File: src/sv/bfkr_pkg.sv
`timescale 1ns / 1ps

package bfkr_pkg;

    localparam int FIELD_W = 16;
    localparam int LIMIT_W = 5;
    localparam int COUNT_OUT_W = 5;
    localparam logic [LIMIT_W-1:0] LIMIT_RESET = 5'd16;

    // request kinds; the fourth code is refused
    typedef enum logic [1:0] {
        REQ_ENQ = 2'd0,
        REQ_DEQ = 2'd1,
        REQ_RET = 2'd2
    } req_t;

    typedef struct packed {
        logic [FIELD_W-1:0] proc_num;
        logic [FIELD_W-1:0] arrival_time;
        logic [FIELD_W-1:0] cpu_time;
    } rec_t;

    typedef enum logic [2:0] {
        ST_IDLE,
        ST_DECODE,
        ST_SCAN,
        ST_SHIFT,
        ST_DONE
    } ctrl_state_t;

    typedef enum logic [1:0] {
        PTR_HOLD,
        PTR_CLEAR,
        PTR_INC
    } ptr_op_t;

    typedef struct packed {
        logic    load_req;
        ptr_op_t ptr_op;
        logic    rd_plus1;
        logic    enq_write;
        logic    shift_write;
        logic    take;
        logic    cnt_dec;
        logic    res_load;
    } dp_cmd_t;

    typedef struct packed {
        req_t req;
        logic req_valid_code;
        logic can_enq;
        logic cnt_zero;
        logic key_match;
        logic ptr_last;
        logic slot_free;
    } dp_stat_t;

endpackage

File: src/sv/bfkr_ctrl.sv
`timescale 1ns / 1ps

module bfkr_ctrl (
    input  logic                clk,
    input  logic                rst_n,
    input  logic                in_valid,
    output logic                in_ready,
    input  bfkr_pkg::dp_stat_t  stat,
    output bfkr_pkg::dp_cmd_t   cmd
);

    bfkr_pkg::ctrl_state_t state_reg;
    bfkr_pkg::ctrl_state_t state_next;
    logic                  match_eff;

    // dequeue takes the head without a key compare
    assign match_eff = (stat.req == bfkr_pkg::REQ_DEQ) || stat.key_match;

    always_ff @(posedge clk or negedge rst_n)
    begin
        if (!rst_n)
        begin
            state_reg <= bfkr_pkg::ST_IDLE;
        end
        else
        begin
            state_reg <= state_next;
        end
    end

    always_comb
    begin
        state_next = state_reg;
        unique case (state_reg)
            bfkr_pkg::ST_IDLE:
            begin
                if (in_valid)
                begin
                    state_next = bfkr_pkg::ST_DECODE;
                end
            end
            bfkr_pkg::ST_DECODE:
            begin
                if (stat.req_valid_code && stat.req != bfkr_pkg::REQ_ENQ && !stat.cnt_zero)
                begin
                    state_next = bfkr_pkg::ST_SCAN;
                end
                else
                begin
                    state_next = bfkr_pkg::ST_DONE;
                end
            end
            bfkr_pkg::ST_SCAN:
            begin
                if (match_eff)
                begin
                    state_next = bfkr_pkg::ST_SHIFT;
                end
                else if (stat.ptr_last)
                begin
                    state_next = bfkr_pkg::ST_DONE;
                end
            end
            bfkr_pkg::ST_SHIFT:
            begin
                if (stat.ptr_last)
                begin
                    state_next = bfkr_pkg::ST_DONE;
                end
            end
            bfkr_pkg::ST_DONE:
            begin
                if (stat.slot_free)
                begin
                    state_next = bfkr_pkg::ST_IDLE;
                end
            end
            default:
            begin
                state_next = bfkr_pkg::ST_IDLE;
            end
        endcase
    end

    always_comb
    begin
        cmd          = '0;
        cmd.ptr_op   = bfkr_pkg::PTR_HOLD;
        in_ready     = 1'b0;
        unique case (state_reg)
            bfkr_pkg::ST_IDLE:
            begin
                in_ready     = 1'b1;
                cmd.load_req = in_valid;
            end
            bfkr_pkg::ST_DECODE:
            begin
                if (stat.req_valid_code && stat.req == bfkr_pkg::REQ_ENQ)
                begin
                    cmd.enq_write = stat.can_enq;
                end
                else if (stat.req_valid_code && !stat.cnt_zero)
                begin
                    cmd.ptr_op = bfkr_pkg::PTR_CLEAR;
                end
            end
            bfkr_pkg::ST_SCAN:
            begin
                if (match_eff)
                begin
                    cmd.take     = 1'b1;
                    cmd.rd_plus1 = 1'b1;
                end
                else if (!stat.ptr_last)
                begin
                    cmd.ptr_op = bfkr_pkg::PTR_INC;
                end
            end
            bfkr_pkg::ST_SHIFT:
            begin
                if (stat.ptr_last)
                begin
                    cmd.cnt_dec = 1'b1;
                end
                else
                begin
                    cmd.shift_write = 1'b1;
                    cmd.ptr_op      = bfkr_pkg::PTR_INC;
                    cmd.rd_plus1    = 1'b1;
                end
            end
            bfkr_pkg::ST_DONE:
            begin
                cmd.res_load = stat.slot_free;
            end
            default:
            begin
                in_ready = 1'b0;
            end
        endcase
    end

    a_scan_has_records: assert property (@(posedge clk) disable iff (!rst_n)
        (state_reg == bfkr_pkg::ST_SCAN) |-> !stat.cnt_zero)
        else $error("scan entered with no records held");

    a_shift_follows_take: assert property (@(posedge clk) disable iff (!rst_n)
        (state_reg == bfkr_pkg::ST_SCAN && cmd.take) |=> (state_reg == bfkr_pkg::ST_SHIFT))
        else $error("taken record not followed by gap closing");

    a_accept_decodes: assert property (@(posedge clk) disable iff (!rst_n)
        (in_valid && in_ready) |=> (state_reg == bfkr_pkg::ST_DECODE))
        else $error("accepted item not decoded");

endmodule

File: src/sv/bfkr_datapath.sv
`timescale 1ns / 1ps

module bfkr_datapath #(
    parameter int DEPTH = 16
) (
    input  logic                                  clk,
    input  logic                                  rst_n,
    input  bfkr_pkg::dp_cmd_t                     cmd,
    output bfkr_pkg::dp_stat_t                    stat,
    input  logic [1:0]                            req_type,
    input  logic [bfkr_pkg::FIELD_W-1:0]          proc_num,
    input  logic [bfkr_pkg::FIELD_W-1:0]          arrival_time,
    input  logic [bfkr_pkg::FIELD_W-1:0]          cpu_time,
    input  logic [bfkr_pkg::FIELD_W-1:0]          search_key,
    input  logic                                  cfg_valid,
    output logic                                  cfg_ready,
    input  logic [bfkr_pkg::LIMIT_W-1:0]          queue_limit,
    output logic                                  out_valid,
    input  logic                                  out_ready,
    output logic                                  status,
    output logic [bfkr_pkg::FIELD_W-1:0]          out_proc_num,
    output logic [bfkr_pkg::FIELD_W-1:0]          out_arrival_time,
    output logic [bfkr_pkg::FIELD_W-1:0]          out_cpu_time,
    output logic                                  queue_empty,
    output logic [bfkr_pkg::COUNT_OUT_W-1:0]      record_count
);

    localparam int CW   = $clog2(DEPTH + 1);
    localparam int IW   = $clog2(DEPTH);
    localparam int CMPW = (CW > bfkr_pkg::LIMIT_W) ? CW : bfkr_pkg::LIMIT_W;
    localparam logic [CW-1:0] DEPTH_C = CW'(DEPTH);

    bfkr_pkg::rec_t mem [DEPTH];

    logic [1:0]                   req_reg;
    bfkr_pkg::rec_t               rec_reg;
    logic [bfkr_pkg::FIELD_W-1:0] key_reg;
    logic [CW-1:0]                count_reg;
    logic [CW-1:0]                count_next;
    logic [CW-1:0]                ptr_reg;
    logic [CW-1:0]                ptr_next;
    logic [CW-1:0]                rd_addr;
    logic [CW-1:0]                ptr_plus1;
    bfkr_pkg::rec_t               rd_data_reg;
    bfkr_pkg::rec_t               taken_reg;
    logic                         fail_reg;
    logic [bfkr_pkg::LIMIT_W-1:0] limit_reg;
    logic                         out_valid_reg;
    logic [CMPW-1:0]              count_w;
    logic [CMPW-1:0]              limit_w;

    assign cfg_ready = 1'b1;
    assign ptr_plus1 = ptr_reg + CW'(1);
    assign count_w   = CMPW'(count_reg);
    assign limit_w   = CMPW'(limit_reg);

    always_comb
    begin
        case (cmd.ptr_op)
            bfkr_pkg::PTR_CLEAR: ptr_next = '0;
            bfkr_pkg::PTR_INC:   ptr_next = ptr_plus1;
            default:             ptr_next = ptr_reg;
        endcase
    end

    // read one ahead of the pointer while closing the gap
    assign rd_addr = cmd.rd_plus1 ? (ptr_next + CW'(1)) : ptr_next;

    always_comb
    begin
        count_next = count_reg;
        if (cmd.enq_write)
        begin
            count_next = count_reg + CW'(1);
        end
        else if (cmd.cnt_dec)
        begin
            count_next = count_reg - CW'(1);
        end
    end

    assign stat.req            = bfkr_pkg::req_t'(req_reg);
    assign stat.req_valid_code = (req_reg == bfkr_pkg::REQ_ENQ) || (req_reg == bfkr_pkg::REQ_DEQ)
                                 || (req_reg == bfkr_pkg::REQ_RET);
    assign stat.can_enq        = (count_reg < DEPTH_C)
                                 && ((limit_reg == '0) || (count_w < limit_w));
    assign stat.cnt_zero       = (count_reg == '0);
    assign stat.key_match      = (rd_data_reg.arrival_time == key_reg);
    assign stat.ptr_last       = (ptr_plus1 >= count_reg);
    assign stat.slot_free      = !out_valid_reg || out_ready;

    always_ff @(posedge clk)
    begin
        if (cmd.enq_write)
        begin
            mem[count_reg[IW-1:0]] <= rec_reg;
        end
        else if (cmd.shift_write)
        begin
            mem[ptr_reg[IW-1:0]] <= rd_data_reg;
        end
        rd_data_reg <= mem[rd_addr[IW-1:0]];
    end

    always_ff @(posedge clk)
    begin
        if (cmd.load_req)
        begin
            req_reg               <= req_type;
            rec_reg.proc_num      <= proc_num;
            rec_reg.arrival_time  <= arrival_time;
            rec_reg.cpu_time      <= cpu_time;
            key_reg               <= search_key;
        end
        if (cmd.res_load)
        begin
            status           <= fail_reg;
            out_proc_num     <= taken_reg.proc_num;
            out_arrival_time <= taken_reg.arrival_time;
            out_cpu_time     <= taken_reg.cpu_time;
            queue_empty      <= (count_reg == '0);
            record_count     <= count_w[bfkr_pkg::COUNT_OUT_W-1:0];
        end
    end

    always_ff @(posedge clk or negedge rst_n)
    begin
        if (!rst_n)
        begin
            count_reg     <= '0;
            ptr_reg       <= '0;
            fail_reg      <= 1'b1;
            taken_reg     <= '0;
            limit_reg     <= bfkr_pkg::LIMIT_RESET;
            out_valid_reg <= 1'b0;
        end
        else
        begin
            count_reg <= count_next;
            ptr_reg   <= ptr_next;
            if (cmd.load_req)
            begin
                fail_reg  <= 1'b1;
                taken_reg <= '0;
            end
            else if (cmd.take)
            begin
                fail_reg  <= 1'b0;
                taken_reg <= rd_data_reg;
            end
            else if (cmd.enq_write)
            begin
                fail_reg <= 1'b0;
            end
            if (cfg_valid && cfg_ready)
            begin
                limit_reg <= queue_limit;
            end
            if (cmd.res_load)
            begin
                out_valid_reg <= 1'b1;
            end
            else if (out_ready)
            begin
                out_valid_reg <= 1'b0;
            end
        end
    end

    assign out_valid = out_valid_reg;

    a_count_bound: assert property (@(posedge clk) disable iff (!rst_n)
        count_reg <= DEPTH_C)
        else $error("record count beyond depth");

    a_enq_room: assert property (@(posedge clk) disable iff (!rst_n)
        cmd.enq_write |-> (count_reg < DEPTH_C))
        else $error("append into a full store");

    a_shift_in_range: assert property (@(posedge clk) disable iff (!rst_n)
        cmd.shift_write |-> (ptr_plus1 < count_reg))
        else $error("gap closing past the last record");

    a_refused_zero: assert property (@(posedge clk) disable iff (!rst_n)
        fail_reg |-> (taken_reg == '0))
        else $error("refused item carries a record");

endmodule

File: src/sv/bounded_fifo_with_keyed_removal_core.sv
`timescale 1ns / 1ps

// channel  dir  handshake              payload
// in       in   in_valid / in_ready    req_type, proc_num, arrival_time, cpu_time, search_key
// out      out  out_valid / out_ready  status, out_proc_num, out_arrival_time, out_cpu_time,
//                                      queue_empty, record_count
// cfg      in   cfg_valid / cfg_ready  queue_limit
//
// one item at a time; an enqueue, the unused code or an empty queue goes from decode straight
// to the result; a dequeue or a retrieve scans from the head and, after a hit, closes the gap,
// reading the record memory once per cycle while the key is compared and the gap is closed;
// the next item is accepted the cycle after the result is loaded
// reset clears count and restores the limit to 16; the record memory is not cleared
// a result waits in the output register while the next item is accepted; the next
// item then holds in its last step until the output register is free; cfg_ready is always high

module bounded_fifo_with_keyed_removal_core #(
    parameter int DEPTH = 16
) (
    input  logic                              clk,
    input  logic                              rst_n,
    // request channel
    input  logic                              in_valid,
    output logic                              in_ready,
    input  logic [1:0]                        req_type,
    input  logic [bfkr_pkg::FIELD_W-1:0]      proc_num,
    input  logic [bfkr_pkg::FIELD_W-1:0]      arrival_time,
    input  logic [bfkr_pkg::FIELD_W-1:0]      cpu_time,
    input  logic [bfkr_pkg::FIELD_W-1:0]      search_key,
    // limit register write
    input  logic                              cfg_valid,
    output logic                              cfg_ready,
    input  logic [bfkr_pkg::LIMIT_W-1:0]      queue_limit,
    // result channel
    output logic                              out_valid,
    input  logic                              out_ready,
    output logic                              status,
    output logic [bfkr_pkg::FIELD_W-1:0]      out_proc_num,
    output logic [bfkr_pkg::FIELD_W-1:0]      out_arrival_time,
    output logic [bfkr_pkg::FIELD_W-1:0]      out_cpu_time,
    output logic                              queue_empty,
    output logic [bfkr_pkg::COUNT_OUT_W-1:0]  record_count
);

    // commands from the sequencer, status back from the datapath
    bfkr_pkg::dp_cmd_t  cmd;
    bfkr_pkg::dp_stat_t stat;

    // sequencer: decode, scan from the head, close the gap, deliver
    bfkr_ctrl u_ctrl (
        .clk      (clk),
        .rst_n    (rst_n),
        .in_valid (in_valid),
        .in_ready (in_ready),
        .stat     (stat),
        .cmd      (cmd)
    );

    // record memory, count, pointer, limit register and output register
    bfkr_datapath #(
        .DEPTH (DEPTH)
    ) u_datapath (
        .clk              (clk),
        .rst_n            (rst_n),
        .cmd              (cmd),
        .stat             (stat),
        .req_type         (req_type),
        .proc_num         (proc_num),
        .arrival_time     (arrival_time),
        .cpu_time         (cpu_time),
        .search_key       (search_key),
        .cfg_valid        (cfg_valid),
        .cfg_ready        (cfg_ready),
        .queue_limit      (queue_limit),
        .out_valid        (out_valid),
        .out_ready        (out_ready),
        .status           (status),
        .out_proc_num     (out_proc_num),
        .out_arrival_time (out_arrival_time),
        .out_cpu_time     (out_cpu_time),
        .queue_empty      (queue_empty),
        .record_count     (record_count)
    );

endmodule

File: config.mk
export PLATFORM = sky130hd
export DESIGN_NAME = bounded_fifo_with_keyed_removal_core
export DESIGN_NICKNAME = d
export VERILOG_FILES = /design/src/sv/bfkr_pkg.sv /design/src/sv/bfkr_ctrl.sv /design/src/sv/bfkr_datapath.sv /design/src/sv/bounded_fifo_with_keyed_removal_core.sv
export SDC_FILE = /design/constraint.sdc
export NUM_CORES = 1
export LEC_CHECK = 0
export BUFFER_PORTS_ARGS = -buffer_cell sky130_fd_sc_hd__buf_2
export CAP_MARGIN = 20
export CORE_UTILIZATION = 60
export DETAILED_ROUTE_END_ITERATION = 8
export PLACE_DENSITY = 0.76
export SLEW_MARGIN = 30
export SYNTH_ARGS = -nofsm -noshare
export SYNTH_HDL_FRONTEND = slang
export SYNTH_HIERARCHICAL = 1
export SYNTH_SLANG_ARGS = --single-unit
File: constraint.sdc
create_clock -name clk -period 6.8 [get_ports clk]
set_clock_uncertainty 0.2 [all_clocks]
set_input_delay 0.68 -clock clk [delete_from_list [all_inputs] [get_ports clk]]
set_output_delay 0.68 -clock clk [all_outputs]
set_load 0.02 [all_outputs]
==> metrics.yaml <==
power:
  vdd_drop_max_mv: 0.404
  clkPwrFrac_pct: 28.2
  power.total_mw: 19.3
  p_sw_mw: 5.64
  pwr-share-seq_pct: 42.8
  sw_frac_of_total_pct: 29.2
  leakagePower_nw: 15.5
  combPwrFrac_pct: 29.0
  power_density_mw_per_mm2: 439
  p_int_mw: 13.7
placed_design:
  post-place-ws_ps: 1430
  dp_hpwl_um: 40400
  dp_cells: 2728
  gp_congestion: 0.807
  port-buffer-count: 132
  placed_cell_area_mm2: 0.0401
sta:
  fin_ws_ps: 1290
  min_period_over_period_pct: 81.0
  holdWs_ps: 35.9
  setup_viol: 0
  slew_viol_final: 0
  hold_viol: 0
  tightest_slew_ps: 987
  rsz0062_at_grt: "false"
  fin_tns_setup_ps: 0
  max_freq_ghz: 0.182
  slew_headroom_pct: 33.9
  finalCriticalPeriod_ps: 5510
yosys:
  async_flop_share_pct: 6.77
  syn-num-nets: 1891
  synth-seq-cells: 1005
  synth-edff-count: 889
  yosys.area_share.simple_pct: 2.80
  synth_xor_area_share_pct: 0.700
  synth_area_leaders: "edfxtp_1 (70%), mux4_2 (11%), dfrtp_1 (4.3%)"
  synth-seq-area-share_pct: 77.1
  synth_fa_ha_area_share_pct: 0.545
  synth_top_family_by_area: "multiplexers"
  synth_area_leader_cell: "edfxtp_1"
  syn_area_mm2: 0.0381
  synth_ff_type: "edfxtp_1"
  ys_types: 55
  synth_top_area_share_pct: 70.1
  muxShareOfSynthArea_pct: 16.9
  syn_inst: 1799
  synth_compound_area_share_pct: 0.611
  syn_area_per_cell_um2: 21.2
  yosysWarnings: 6
clock_network:
  cts_resized: 0
  path_clk_slew_ps: 60
  cts_sinks: 1005
  clock_latency_ps: 660
  numCtsBuffers: 99
  h-tree-depth: 3
  clockBufferDepth: 3
  postCtsSetupBuffers: 0
  root_buffer: "clkbuf_16"
  tritoncts: "done"
global_routing:
  antenna_found_initial: 0
  grt_max_degree: 72
  grt_use_total_pct: 25.9
  first_global_vias: 19000
  grt_pass1_wl_um: 120000
  grt_overflow: 0
die:
  rows: 92
  die_h_um: 254
  core_area_mm2: 0.0629
  initial_core_util_pct: 60.6
  die_w_um: 254
  die_area_mm2: 0.0645
  io_pins: 134
critical_path:
  crit_path_end_kind: "flip-flop"
  critPathKind: "reg -> reg"
  worstPathRequired_ps: 6900
  critPathLaunchType: "flip-flop"
  cp.arrival_ps: 5610
  crit_path_max_fanout: 36
drt:
  drc: 0
  firstDrtPassIters: 5
  drt_iter0_drc: 1801
  antenna_left: 0
  wl_um: 81000
  vias_per_cell: 6.21
  via_count: 18500
  wl_per_cell_um: 27.2
hold_path:
  min_path_type: "in -> reg"
run_status:
  status: "finished clean"
job:
  drv_cap: 0
cells_and_area:
  fin_cells: 2977
  seq_area_mm2: 0.0294
  largest_reg_flops: 768
  final_util_pct: 70.1
  area_growth_syn_to_layout_pct: 15.7
  fin_nets: 2139
  multiInputGateArea_mm2: 0.00840
  post-route-cell-area_mm2: 0.0441
  drive_gt1_share_pct: 28.6
  insertedDiodeCount: 0
  fill_cells: 3701
per-layer routing:
layer	vias up	share of wire, %	wire (um)	global-route usage (%)
met5	-	0	0	0
met4	0	2.3	1830	7.99
met3	125	7.4	6040	4.65
met2	812	50	40300	42.0
met1	9736	41	32900	36.2
li1	7817	-	-	-
repair_timing:
action | in CTS | in global routing
endpoints found under the setup margin | 0 | 0
endpoints found under the hold margin | 80 | 0
hold buffers | 64 | 0
cell families after synthesis:
family,Yosys count
compound gates,36
flops,1005
xor+xnor,27
simple gates,214
buf+inv,105
other cells,1
mux,395
fa+ha+maj,16
cell type report:
type,count,share of cell area [%]
clock inverters,50,1.29
well taps,846,2.40
clock buffers,135,6.22
flip-flops and latches,1005,66.6
inverters,15,0.131
repair buffers,237,4.28
multi-input cells,689,19.1
synth_stat cells (3+ instances only):
cell type	count
nand4_1	17
a21o_1	7
nor3b_2	3
a21oi_1	7
and3_1	3
nor3_1	4
xor2_1	3
buf_1	7
mux2_2	50
nor2_1	80
buf_4	19
buf_2	37
nor3b_1	4
xnor2_1	20
nand2_1	21
a31oi_1	6
clkbuf_1	23
edfxtp_1	889
mux4_2	192
mux2i_1	153
inv_1	15
buf_6	3
nand2b_1	6
dfrtp_1	66
nand3_1	58
ha_1	15
o21ai_0	7
dfxtp_1	48
power groups by stage:
stage | Sequential, mW | Combinational (mW) | Clock, mW
after floorplan | 8.24 | 4.36 | 0
after global routing | 8.32 | 6.07 | 5.77
after CTS | 8.27 | 5.69 | 5.53
after detailed placement | 8.38 | 5.60 | 0
after global placement | 8.36 | 5.43 | 0
final | 8.27 | 5.62 | 5.44
cells in the final DEF, fill, tap and decap left out, types with 7 or more instances in the layout:
| cell type | instances |
|---|---|
| clkbuf_1 | 23 |
| nand2_1 | 20 |
| clkbuf_8 | 13 |
| edfxtp_1 | 889 |
| mux4_2 | 192 |
| mux2i_1 | 153 |
| mux2_2 | 50 |
| inv_1 | 14 |
| buf_4 | 20 |
| clkbuf_16 | 99 |
| xnor2_1 | 20 |
| buf_2 | 131 |
| clkinv_2 | 19 |
| a21o_1 | 7 |
| dlygate4sd3_1 | 64 |
| ha_1 | 15 |
| o21ai_0 | 7 |
| dfrtp_1 | 66 |
| bufinv_16 | 8 |
| nand3_1 | 58 |
| nor2_4 | 16 |
| buf_12 | 22 |
| nand4_1 | 17 |
| dfxtp_1 | 48 |
| nor2_1 | 64 |
| a21oi_1 | 7 |
path summary, 6_finish.rpt:
check	cells past startpoint	start	endpoint	slack [ps]
max	13	u_datapath/count_reg[1]	u_datapath/mem[4][36]	1290
min	1	cpu_time[6]	u_datapath/rec_reg[6]	40
max reg2reg	13	u_datapath/count_reg[1]	u_datapath/mem[4][36]	1290
min reg2reg	0	u_datapath/taken_reg[10]	u_datapath/out_cpu_time[10]	240
max in group asynchronous	3	rst_n	u_datapath/taken_reg[12]	4970
min in group asynchronous	2	rst_n	u_datapath/limit_reg[0]	270
critical path, cell delays in order (launching register included):
cell and delay [ps]:
dfrtp_1 590, ha_1 300, a21o_1 150, a21o_1 170, a21o_1 160, a21oi_1 130, o21a_1 130, nand3_1 70
nor2_1 560, inv_1 340, nand2_4 640, a21oi_1 440, nor2_4 750, buf_4 500
Note: power is estimated with default switching activity, not from simulation.
